File: src/ede_pkg.sv
// ----------------------------------------------------------------------------
// Edit distance engine package
// Shared payload types, systolic token and register indexes.
// ----------------------------------------------------------------------------
package ede_pkg;

  localparam int QUERY_MAX_DEF     = 32;
  localparam int CANDIDATE_MAX_DEF = 255;

  localparam int BYTE_W   = 8;
  localparam int DIST_W   = 8;
  localparam int LEN_W    = 6;
  localparam int CNT_W    = 8;
  localparam int WORD_W   = 64;
  localparam int WORDS    = 4;
  localparam int CFG_IDX_W = 3;

  localparam logic [CFG_IDX_W-1:0] REG_QUERY_LENGTH  = 3'd0;
  localparam logic [CFG_IDX_W-1:0] REG_QUERY_BYTES_0 = 3'd1;
  localparam logic [CFG_IDX_W-1:0] REG_QUERY_BYTES_1 = 3'd2;
  localparam logic [CFG_IDX_W-1:0] REG_QUERY_BYTES_2 = 3'd3;
  localparam logic [CFG_IDX_W-1:0] REG_QUERY_BYTES_3 = 3'd4;

  localparam logic [DIST_W-1:0] DIST_SAT = '1;

  typedef struct packed {
    logic [BYTE_W-1:0] char_byte;
    logic              last_byte;
    logic              empty_mark;
    logic [7:0]        string_tag;
  } ede_in_t;

  typedef struct packed {
    logic [DIST_W-1:0] distance;
    logic [7:0]        tag_out;
    logic              too_long;
  } ede_out_t;

  // one request travelling down the cell row
  typedef struct packed {
    logic              vld;       // slot holds a request
    logic              apply;     // byte updates the row
    logic              clr;       // restore row entry after this request
    logic              emit;      // request produces a result
    logic              cap;       // result taken from the cell at the active length
    logic [BYTE_W-1:0] ch;
    logic [DIST_W-1:0] left;      // new value of the previous entry
    logic [DIST_W-1:0] diag;      // old value of the previous entry
    logic [DIST_W-1:0] distance;
    logic              too_long;
    logic [7:0]        tag;
  } ede_tok_t;

endpackage

File: src/ede_cell.sv
// ----------------------------------------------------------------------------
// Edit distance row cell
// Holds one row entry and one query byte position; applies the edit
// recurrence to each passing byte and hands the token on.
// ----------------------------------------------------------------------------
module ede_cell import ede_pkg::*; #(
  parameter int IDX = 1
) (
  input  logic              clk,
  input  logic              rst_n,
  input  logic              adv,
  input  logic [BYTE_W-1:0] qbyte,
  input  logic [LEN_W-1:0]  alen,
  input  ede_tok_t          tok_in,
  output ede_tok_t          tok_out
);

  localparam logic [DIST_W-1:0] ROW_INIT = DIST_W'(IDX);
  localparam logic [LEN_W-1:0]  MY_IDX   = LEN_W'(IDX);

  logic [DIST_W-1:0] row_r, row_nxt;
  ede_tok_t          tok_r, tok_nxt;
  logic [DIST_W:0]   up_p1, left_p1, diag_c, m1, vmin;
  logic [DIST_W-1:0] vsat;

  always_comb begin
    up_p1   = {1'b0, row_r} + 1'b1;
    left_p1 = {1'b0, tok_in.left} + 1'b1;
    diag_c  = {1'b0, tok_in.diag} + {{DIST_W{1'b0}}, (qbyte != tok_in.ch)};
    m1      = (up_p1 < left_p1) ? up_p1 : left_p1;
    vmin    = (m1 < diag_c) ? m1 : diag_c;
    vsat    = vmin[DIST_W] ? DIST_SAT : vmin[DIST_W-1:0];
  end

  always_comb begin
    row_nxt      = row_r;
    tok_nxt      = tok_in;
    tok_nxt.left = vsat;
    tok_nxt.diag = row_r;
    if (tok_in.vld) begin
      if (tok_in.clr) begin
        row_nxt = ROW_INIT;
      end else if (tok_in.apply) begin
        row_nxt = vsat;
      end
      if (tok_in.cap && (alen == MY_IDX)) begin
        tok_nxt.distance = vsat;
      end
    end
  end

  always_ff @(posedge clk) begin
    if (!rst_n) begin
      row_r <= ROW_INIT;
      tok_r <= '0;
    end else if (adv) begin
      row_r <= row_nxt;
      tok_r <= tok_nxt;
    end
  end

  assign tok_out = tok_r;

endmodule

File: config.mk
export PLATFORM = sky130hd
export DESIGN_NAME = ede_cell
export DESIGN_NICKNAME = d
export VERILOG_FILES = /design/src/ede_pkg.sv /design/src/ede_cell.sv
export SDC_FILE = /design/constraint.sdc
export NUM_CORES = 1
export LEC_CHECK = 0
export ABC_AREA = 1
export BUFFER_PORTS_ARGS = -buffer_cell sky130_fd_sc_hd__buf_2
export CORE_AREA = 5 5 97 99
export DETAILED_ROUTE_END_ITERATION = 6
export DIE_AREA = 0 0 102 104
export PLACE_DENSITY = 0.67
export SETUP_SLACK_MARGIN = 0.02
export SLEW_MARGIN = 10
export SYNTH_ARGS = -nofsm -noshare
export SYNTH_HDL_FRONTEND = slang
export SYNTH_SLANG_ARGS = --single-unit
export TNS_END_PERCENT = 5
File: constraint.sdc
create_clock -name clk -period 3.8 [get_ports clk]
set_input_delay 0.38 -clock clk [delete_from_list [all_inputs] [get_ports clk]]
set_output_delay 0.38 -clock clk [all_outputs]
set_load 0.03 [all_outputs]
==> impl_metrics.ini <==
[setup_path]
cp_common_cell = nand2_2
crit_required_ps = 4030
crit_family = simple AND/OR/NAND/NOR gates
crit_arrival_ps = 3980
cp-end-kind = register
critPathBufInv = 5
crit_type = reg2reg
crit_fanout = 8
slowest_stage = dfxtp_4
startpoint_type = register
max_stage_delay_ps = 380

[detailed_routing]
finalWirelength_mm = 10.2
route.detailed.drc = 0
ant_nets = 0
viasPerCell = 4.89
wl_per_cell_um = 14.0
first_pass_iters = 4
detailroute.via_count = 3553
first_iter_violations = 111

[power]
ir_worst_vdd_v = 0.000266
leakage_nw = 2.41
power_density_nw_per_um2 = 359

[synthesis]
syn_nets = 553
yosys.area.top_type = dfxtp_1
synth_top_family_by_area = simple AND/OR/NAND/NOR gates
seq_area_frac_synth_pct = 33.1
synth_cells = 470
muxShareOfSynthArea_pct = 0
synth_seq_cells = 54
syn_area_um2 = 3260
syn_avg_cell_area_um2 = 6.94
synth_top_area_share_pct = 33.1
synth_compound_area_share_pct = 13.3
synthAdderAreaFrac_pct = 7.67
yosys.area_share.simple_pct = 31.8
ys.flop_type = dfxtp_1
synth_area_leaders = dfxtp_1 (33%), nand2_1 (10%), nor2_1 (10%)
synth_xor_area_share_pct = 6.71
synth_edf_count = 0
synth_cell_types = 32
yosys_warnings = 0
async_flop_share_pct = 0

[final_layout]
drive_gt1_share_pct = 42.8
seq_area_um2 = 1090
nets = 701
n_fill_cell = 762
multiInputGateArea_um2 = 2390
postLayoutCellArea_um2 = 4810
instances_no_fill = 727
diodes = 0
synthToLayoutAreaGrowth_pct = 47.3

[floorplanning]
die-area_um2 = 10600
row_count = 34
dieWidth_um = 102
pin_count = 109
start_util_pct = 38.5
core_region_area_um2 = 8470
chipHeight_um = 104

[placed_design]
dp_cells = 701
place_congestion = 0.924
dpl_cell_area_um2 = 4110
portBuffers = 108
hpwl_mm = 6.96

[timing]
relSlewSlack_pct = 43.4
slew_viol_final = 0
skew_ps = 12.9
tightest_slew_ps = 844
final.setup.tns_ps = 0
finalCritPeriodShare_pct = 98.8
rsz0062_at_grt = true
hold_violations = 0
min_period_ps = 3760
max_freq_mhz = 266
setup_violations = 0
whs_ps = 283

[global_route]
antenna_found_initial = 0
met1_usage_pct = 21.2
top_usage_layer = met2
grt-ovfl-total = 0
grtUsageTotal_pct = 17.1
met2_usage_pct = 27.6
use_met3_pct = 5.16
grt_max_degree = 52
grt_pass1_wl_mm = 15.0
grt_pass1_vias = 3361

[clock_network]
clockRootBuffer = clkbuf_8
clkSinkCount = 54
clkTransAtPathRegs_ps = 110
clk_latency_ps = 320
cts_buffer_depth = 2
holdBufCountCts = 0
cts_buffers = 5
tritoncts = built
htree_levels = 2

[min_path]
hp-class = in2reg

[status]
status = completed

[flow_run]
maxCapViolCount = 0
what timing repair did:
item,CTS,global route
gates resized for setup,21,92
pin swaps,5,49
buffers inserted,5,10
cloned,1,2
setup endpoints to repair,24,24
endpoints found under the hold margin,0,0
cells in the mapped netlist, types with 2 or more instances:
cell	instances
xor2_1	12
clkbuf_1	13
nand3_1	22
o21ai_1	7
a21oi_4	2
nand2_2	8
clkinv_1	3
and3_1	2
nor2_1	89
o21ai_0	37
buf_1	2
a21oi_2	9
inv_1	41
nand2_4	4
a21oi_1	17
ha_1	20
nand4_1	7
nand3b_1	3
nand3_2	3
nor2_2	2
dfxtp_1	54
nand2_1	91
xnor2_1	13
logic make-up after synthesis:
group,count (synthesis)
and+or+nand+nor,235
DFF,54
xor gates and xnor gates,25
adders and majority gates,20
AOI/OAI and AO/OA,74
buffers and inverters,62
worst paths after layout:
kind	start	to	slack (ps)	cells after the start
setup / recovery	row_r[0]$_SDFFE_PN1P_	row_r[2]$_SDFFE_PN0P_	40	27
hold / removal	tok_in[6]	tok_out[6]$_SDFFE_PN0P_	280	3
hold reg to reg	tok_out[44]$_SDFFE_PN0P_	tok_out[44]$_SDFFE_PN0P_	470	2
setup reg to reg	row_r[0]$_SDFFE_PN1P_	row_r[2]$_SDFFE_PN0P_	40	27
state kept, by name, summed over array words and instances, names as in the netlist:
name and count:
tok_out 46, row_r 8
worst reg2reg max path, delay by kind of cell, from the launching register on:
family / cells / cell delay [ps]
flip-flops: 1 / 380
AND/OR/NAND/NOR: 15 / 1460
adder cells (fa/ha/maj): 2 / 560
buffers and inverters: 5 / 490
AO/OA/AOI/OAI: 4 / 600
XOR/XNOR: 1 / 180
through the flow:
step / total power, mW / setup slack [ps] / util, %
4_1_cts: 1.59 / 23.7 / 50.9
6_report: 1.72 / 44.4 / 56.8
3_3_place_gp: 1.20 / -231 / 48.5
5_1_grt: 1.82 / -177 / 56.8
3_5_place_dp: 1.20 / -281 / 48.5
2_1_floorplan: 1.02 / 100 / -
cell usage in the layout, fill, tap and decap left out, types with 5 or more instances in the layout:
| cell type | synthesis | layout |
|---|---|---|
| inv_1 | 41 | 35 |
| a21oi_2 | 9 | 11 |
| buf_2 | 1 | 108 |
| nand4_1 | 7 | 7 |
| nand3_1 | 22 | 10 |
| nand2_4 | 4 | 7 |
| nand3_2 | 3 | 10 |
| dfxtp_1 | 54 | 50 |
| nor2_1 | 89 | 87 |
| ha_4 | 0 | 6 |
| xor2_1 | 12 | 11 |
| inv_2 | 1 | 7 |
| buf_4 | 0 | 38 |
| nand2_1 | 91 | 65 |
| clkbuf_8 | 0 | 5 |
| o21ai_0 | 37 | 27 |
| ha_1 | 20 | 13 |
| o21ai_1 | 7 | 10 |
| nand2_2 | 8 | 28 |
| buf_6 | 1 | 9 |
| xnor2_1 | 13 | 11 |
| a21oi_1 | 17 | 15 |
| nand2_8 | 0 | 5 |
| o21ai_2 | 0 | 7 |
| nand3_4 | 1 | 7 |
per-layer routing:
layer  wire [µm]  up-vias
met5           0        -
met1        4250     1614
met4         229        0
met2        4830      116
met3         845       19
li1            -     1804
where the power goes:
part | switching (mW) | total [mW] | internal, mW
sequential | 0.0258 | 0.635 | 0.609
combinational | 0.461 | 0.742 | 0.281
clock | 0.208 | 0.346 | 0.138
area by class of cell:
cell class              count  area share, %
multi-input cells         357           49.7
clock inverters             3          0.599
clock buffers               5           1.43
repair buffers            155           19.3
flip-flops and latches     54           22.7
well taps                 108           2.81
inverters                  45           3.51
Power figures use the tool's default switching activity.
