`src/ede_pkg.sv`:
```
// ----------------------------------------------------------------------------
// Edit distance engine package
// Shared payload types, systolic token and register indexes.
// ----------------------------------------------------------------------------
package ede_pkg;

  localparam int QUERY_MAX_DEF     = 32;
  localparam int CANDIDATE_MAX_DEF = 255;

  localparam int BYTE_W   = 8;
  localparam int DIST_W   = 8;
  localparam int LEN_W    = 6;
  localparam int CNT_W    = 8;
  localparam int WORD_W   = 64;
  localparam int WORDS    = 4;
  localparam int CFG_IDX_W = 3;

  localparam logic [CFG_IDX_W-1:0] REG_QUERY_LENGTH  = 3'd0;
  localparam logic [CFG_IDX_W-1:0] REG_QUERY_BYTES_0 = 3'd1;
  localparam logic [CFG_IDX_W-1:0] REG_QUERY_BYTES_1 = 3'd2;
  localparam logic [CFG_IDX_W-1:0] REG_QUERY_BYTES_2 = 3'd3;
  localparam logic [CFG_IDX_W-1:0] REG_QUERY_BYTES_3 = 3'd4;

  localparam logic [DIST_W-1:0] DIST_SAT = '1;

  typedef struct packed {
    logic [BYTE_W-1:0] char_byte;
    logic              last_byte;
    logic              empty_mark;
    logic [7:0]        string_tag;
  } ede_in_t;

  typedef struct packed {
    logic [DIST_W-1:0] distance;
    logic [7:0]        tag_out;
    logic              too_long;
  } ede_out_t;

  // one request travelling down the cell row
  typedef struct packed {
    logic              vld;       // slot holds a request
    logic              apply;     // byte updates the row
    logic              clr;       // restore row entry after this request
    logic              emit;      // request produces a result
    logic              cap;       // result taken from the cell at the active length
    logic [BYTE_W-1:0] ch;
    logic [DIST_W-1:0] left;      // new value of the previous entry
    logic [DIST_W-1:0] diag;      // old value of the previous entry
    logic [DIST_W-1:0] distance;
    logic              too_long;
    logic [7:0]        tag;
  } ede_tok_t;

endpackage

```
`src/ede_head.sv`:
```
// ----------------------------------------------------------------------------
// Edit distance head cell
// Holds entry zero of the row (the byte count) and the overflow flag, and
// turns each accepted request into a token for the cell row.
// ----------------------------------------------------------------------------
module ede_head import ede_pkg::*; #(
  parameter int CANDIDATE_MAX = CANDIDATE_MAX_DEF
) (
  input  logic             clk,
  input  logic             rst_n,
  input  logic             adv,
  input  logic             in_fire,
  input  ede_in_t          in_data,
  input  logic [LEN_W-1:0] alen,
  output ede_tok_t         tok_out
);

  localparam logic [CNT_W-1:0] CNT_MAX = CNT_W'(CANDIDATE_MAX);

  logic [CNT_W-1:0] count_r, count_nxt;
  logic             ovf_r, ovf_nxt;
  ede_tok_t         tok_r, tok_nxt;

  always_comb begin
    count_nxt = count_r;
    ovf_nxt   = ovf_r;
    tok_nxt   = '0;
    tok_nxt.tag = in_data.string_tag;
    tok_nxt.ch  = in_data.char_byte;
    if (in_fire) begin
      tok_nxt.vld = 1'b1;
      if (in_data.empty_mark) begin
        tok_nxt.clr      = 1'b1;
        tok_nxt.emit     = 1'b1;
        tok_nxt.distance = DIST_W'(alen);
        count_nxt        = '0;
        ovf_nxt          = 1'b0;
      end else if (count_r < CNT_MAX) begin
        tok_nxt.apply    = 1'b1;
        tok_nxt.clr      = in_data.last_byte;
        tok_nxt.emit     = in_data.last_byte;
        tok_nxt.cap      = in_data.last_byte && (alen != '0);
        tok_nxt.diag     = count_r;
        tok_nxt.left     = count_r + 1'b1;
        tok_nxt.distance = count_r + 1'b1;
        count_nxt        = in_data.last_byte ? '0 : count_r + 1'b1;
        ovf_nxt          = 1'b0;
      end else begin
        // byte beyond the bound: drop it, remember the overflow
        tok_nxt.clr      = in_data.last_byte;
        tok_nxt.emit     = in_data.last_byte;
        tok_nxt.distance = DIST_SAT;
        tok_nxt.too_long = 1'b1;
        count_nxt        = in_data.last_byte ? '0 : count_r;
        ovf_nxt          = !in_data.last_byte;
      end
    end
  end

  always_ff @(posedge clk) begin
    if (!rst_n) begin
      count_r <= '0;
      ovf_r   <= 1'b0;
      tok_r   <= '0;
    end else if (adv) begin
      count_r <= count_nxt;
      ovf_r   <= ovf_nxt;
      tok_r   <= tok_nxt;
    end
  end

  assign tok_out = tok_r;

endmodule

```
`config.mk`:
```
export PLATFORM = sky130hd
export DESIGN_NAME = ede_head
export DESIGN_NICKNAME = d
export VERILOG_FILES = /design/src/ede_pkg.sv /design/src/ede_head.sv
export SDC_FILE = /design/constraint.sdc
export NUM_CORES = 1
export LEC_CHECK = 0
export ABC_AREA = 1
export BUFFER_PORTS_ARGS = -buffer_cell sky130_fd_sc_hd__buf_2
export CAP_MARGIN = 0
export CORE_UTILIZATION = 35
export CTS_BUF_LIST = sky130_fd_sc_hd__clkbuf_16
export DETAILED_ROUTE_END_ITERATION = 8
export SYNTH_ARGS = -nofsm -noshare
export SYNTH_HDL_FRONTEND = slang
export SYNTH_SLANG_ARGS = --single-unit
```
`constraint.sdc`:
```
create_clock -name clk -period 1.4 [get_ports clk]
set_clock_uncertainty 0.15 [all_clocks]
set_input_delay 0.21 -clock clk [delete_from_list [all_inputs] [get_ports clk]]
set_output_delay 0.21 -clock clk [all_outputs]
set_load 0.01 [all_outputs]
```
==> impl_metrics.env <==
export IMPL_status="complete, but fails checks"
export IMPL_violated_checks="hold timing, setup timing"
export IMPL_final_core_utilization_pct=51.7
export IMPL_peakVddDrop_v=0.000622
export IMPL_max_slew_margin_rel_pct=73.7
export IMPL_critPathMaxFanout=8
export IMPL_synth_xor_area_share_pct=0.398
export IMPL_seq_area_frac_synth_pct=48.2
export IMPL_antenna_cells_inserted=0
export IMPL_synth_simple_area_share_pct=29.0
export IMPL_met3WireLength_um=256
export IMPL_routability_congestion=0.829
export IMPL_cts_root_buf="clkbuf_16"
export IMPL_postLayoutSetupSlackWorst_ns=-0.0947
export IMPL_met2WireLength_um=2930
export IMPL_cts_path_max_buffers=2
export IMPL_layout_nets=426
export IMPL_synth_edff_count=0
export IMPL_synth_fp_nets=332
export IMPL_drt_met1_wl_um=2770
export IMPL_power_leakage_nw=1.46
export IMPL_pin_count_of_the_biggest_net_entering_global_routing=37
export IMPL_num_vias=2232
export IMPL_clock_latency_ns=0.29
export IMPL_start_util_pct=36.8
export IMPL_report_final_setup_viol=11
export IMPL_grt_setup_unrepaired="true"
export IMPL_whs_endpoint="tok_out[0]"
export IMPL_r2r_end="count_r[2]"
export IMPL_hp_start="in_data[0]"
export IMPL_io_pins=74
export IMPL_grt_pass1_wl_um=9620
export IMPL_grt_antenna_before_repair=0
export IMPL_synth_area_um2=2200
export IMPL_critical_path_endpoint_type="flip-flop"
export IMPL_timing_final_max_slew_violations=0
export IMPL_globalRouteTotalUtil_pct=19.0
export IMPL_htreeDepth=2
export IMPL_syn_instance_count=303
export IMPL_cpMostUsedCell="nand2_4"
export IMPL_worst_setup_hold_path_clk_slew_ns=0.07
export IMPL_cts_sink_count=53
export IMPL_synthAdderAreaFrac_pct=0.568
export IMPL_drive_gt1_share_pct=34.2
export IMPL_tritoncts_num_buffers=5
export IMPL_synth_top_family_by_area="simple AND/OR/NAND/NOR gates"
export IMPL_synth_common_cells="86 x nand2_1, 53 x dfxtp_1, 46 x nor2_1"
export IMPL_io_buffers=73
export IMPL_crit_slowest_cell="dfxtp_4"
export IMPL_f_max_ghz=0.669
export IMPL_synthDominantAreaCellType="dfxtp_1"
export IMPL_hold_class="primary input to flip-flop"
export IMPL_min_period_ns=1.49
export IMPL_yosysWarnings=0
export IMPL_wire_length_per_cell_um=12.8
export IMPL_synth_top_cells_by_area="dfxtp_1 48%, nand2_1 15%, a21oi_1 8.6%, nor2_1 7.8%, o21ai_0 5.0%"
export IMPL_share_of_the_synthesized_area_in_compound_gates_ao_oa_aoi_oai_pct=15.1
export IMPL_tcrit_tclk_final_pct=107
export IMPL_hold_path_depth=3
export IMPL_postSynth_asyncResetShare_pct=0
export IMPL_worst_ep_arrival_time_ns=1.56
export IMPL_startpoint_type="flip-flop"
export IMPL_critical_path_cell_chain="ha_4 -> nand2_4 -> nor2_4 -> nand2_4 -> o21ai_4 -> nand2_1 -> a21oi_2"
export IMPL_die_area_um2=6610
export IMPL_critical_path_n_buffers_inverters=0
export IMPL_cp_top_family="compound AO/OA/AOI/OAI gates"
export IMPL_fill_cells=598
export IMPL_cp_data_required_time_ns=1.47
export IMPL_timing_hold_violations_final=1
export IMPL_powerDensity_nw_per_um2=1100
export IMPL_regToRegStartpoint="count_r[0]"
export IMPL_viasPerCell=4.72
export IMPL_flow_area_growth_from_synthesis_pct=40.5
export IMPL_synthMostInstantiatedCell="nand2_1"
export IMPL_chipHeight_um=81.3
export IMPL_drv_cap=0
export IMPL_number_of_optimization_iterations_in_the_first_detailed_route_pass=5
export IMPL_coreArea_um2=5990
export IMPL_dominantRegCellSynth="dfxtp_1"
export IMPL_muxShareOfSynthArea_pct=0
export IMPL_worst_path_stages=7
export IMPL_dpl_instance_area_um2=2770
export IMPL_critical_path_max_stage_delay_ns=0.37
export IMPL_layoutNonFillerInstCount=473
export IMPL_yosysUniqueCellTypes=23
export IMPL_place_ws_ns=-0.108
export IMPL_synth_top_cell_area_share_pct=48.2
export IMPL_initialDrtViolationCount=72
export IMPL_top_signal_layer_used="met4"
export IMPL_number_of_placement_rows=28
export IMPL_clock_tree_from_tritoncts="done"
export IMPL_reg2reg_slack_ns=-0.09
export IMPL_first_global_vias=2073
export IMPL_synth_ff_latch_count=53
export IMPL_postLayoutCellArea_um2=3090
export IMPL_hold_worst_slack_ns=-0.0000231
export IMPL_timing_worst_setup_path_type="flip-flop to flip-flop"
export IMPL_global_route_overflow_total=0
export IMPL_avgSynthCellArea_um2=7.27
export IMPL_fp_dieW_um=81.3
export IMPL_drc=0
export IMPL_dpl_cell_count=458
export IMPL_detailed_place_hpwl_um=4240
export IMPL_drtAntennaViolNets=0
export IMPL_detail_route_wirelength_um=6040
export IMPL_worstMarginPinSlew_ns=0.394
export IMPL_timing_reg2reg_worst_path_depth=7
[worst register-to-register path: stages, from the launching register on]
cell and delay [ns]:
dfxtp_4 0.37, ha_4 0.14, nand2_4 0.06, nor2_4 0.11, nand2_4 0.08, o21ai_4 0.28, nand2_1 0.11, a21oi_2 0.13
[how the worst max path moves through the flow]
stage / from / endpoint / slack (ns)
floorplan: count_r[1] / tok_out[19] / 0.002
global placement: count_r[0] / count_r[6] / -0.06
detailed placement: count_r[0] / count_r[6] / -0.11
CTS: count_r[1] / count_r[2] / -0.07
global route: count_r[1] / count_r[2] / -0.16
finish: count_r[0] / count_r[2] / -0.09
[state kept, by name, indices dropped and copies added, names as in the netlist]
register,cells
tok_out,45
count_r,8
[metrics by stage]
stage / power, mW / setup TNS (ns)
floorplan: 1.76 / 0
global placement: 1.90 / -0.602
detailed placement: 1.90 / -1.19
CTS: 3.42 / -0.355
global route: 3.54 / -2.13
finish: 3.40 / -0.510
[area by class of cell]
type	count	area, um^2	area share, %
clock buffers	6	150	4.85
clock inverters	2	38.8	1.25
well taps	75	93.8	3.03
flip-flops and latches	53	1080	34.8
repair buffers	100	591	19.1
multi-input cells	215	1050	34.1
inverters	22	90.1	2.91
[power by group]
part	internal (mW)	leakage [nW]	total, mW	switching [mW]
sequential	1.55	0.436	1.57	0.0212
clock	0.959	0.0926	1.52	0.557
combinational	0.129	0.930	0.315	0.186
total	2.64	1.46	3.40	0.764
[kinds of logic (layout without fill, tap and decap cells)]
family	after synthesis	count (layout)
fa+ha+maj	1	1
buf+inv	35	130
compound gates	63	63
flops	53	53
simple gates	150	150
xor+xnor	1	1
[what timing repair did]
| item | 4_1_cts | 5_1_grt |
|---|---|---|
| hold buffers | 4 | 0 |
| hold endpoints to repair | 4 | 0 |
| pin swaps | 8 | 5 |
| resized for setup | 12 | 16 |
| buffers inserted | 2 | 1 |
| gates cloned | 0 | 0 |
| endpoints found under the setup margin | 30 | 28 |
[layer usage]
metal	up-vias	global-route usage, %
met5	-	0
met4	0	5.36
met3	10	3.48
met2	65	33.4
met1	1013	23.4
li1	1144	-
[cell usage in the layout (no fill, tap or decap)]
master / count
buf_12: 1
o21ai_2: 2
nand4_1: 1
bufinv_16: 1
ha_4: 1
nand2_2: 4
buf_2: 73
xor2_2: 1
inv_6: 1
nand3_2: 1
o21ai_1: 2
o21ai_0: 18
nor2_1: 46
o21ai_4: 1
nand2_4: 4
dlygate4sd3_1: 4
nand3_1: 7
a21oi_2: 3
clkinv_1: 1
buf_4: 22
nand3b_1: 1
dfxtp_2: 3
o21bai_1: 2
inv_8: 1
nand2_1: 82
inv_2: 4
a21oi_1: 35
nor2_8: 1
inv_1: 16
nor2_4: 3
clkbuf_16: 6
dfxtp_1: 47
dfxtp_4: 3
Note: power is estimated with default switching activity, not from simulation.
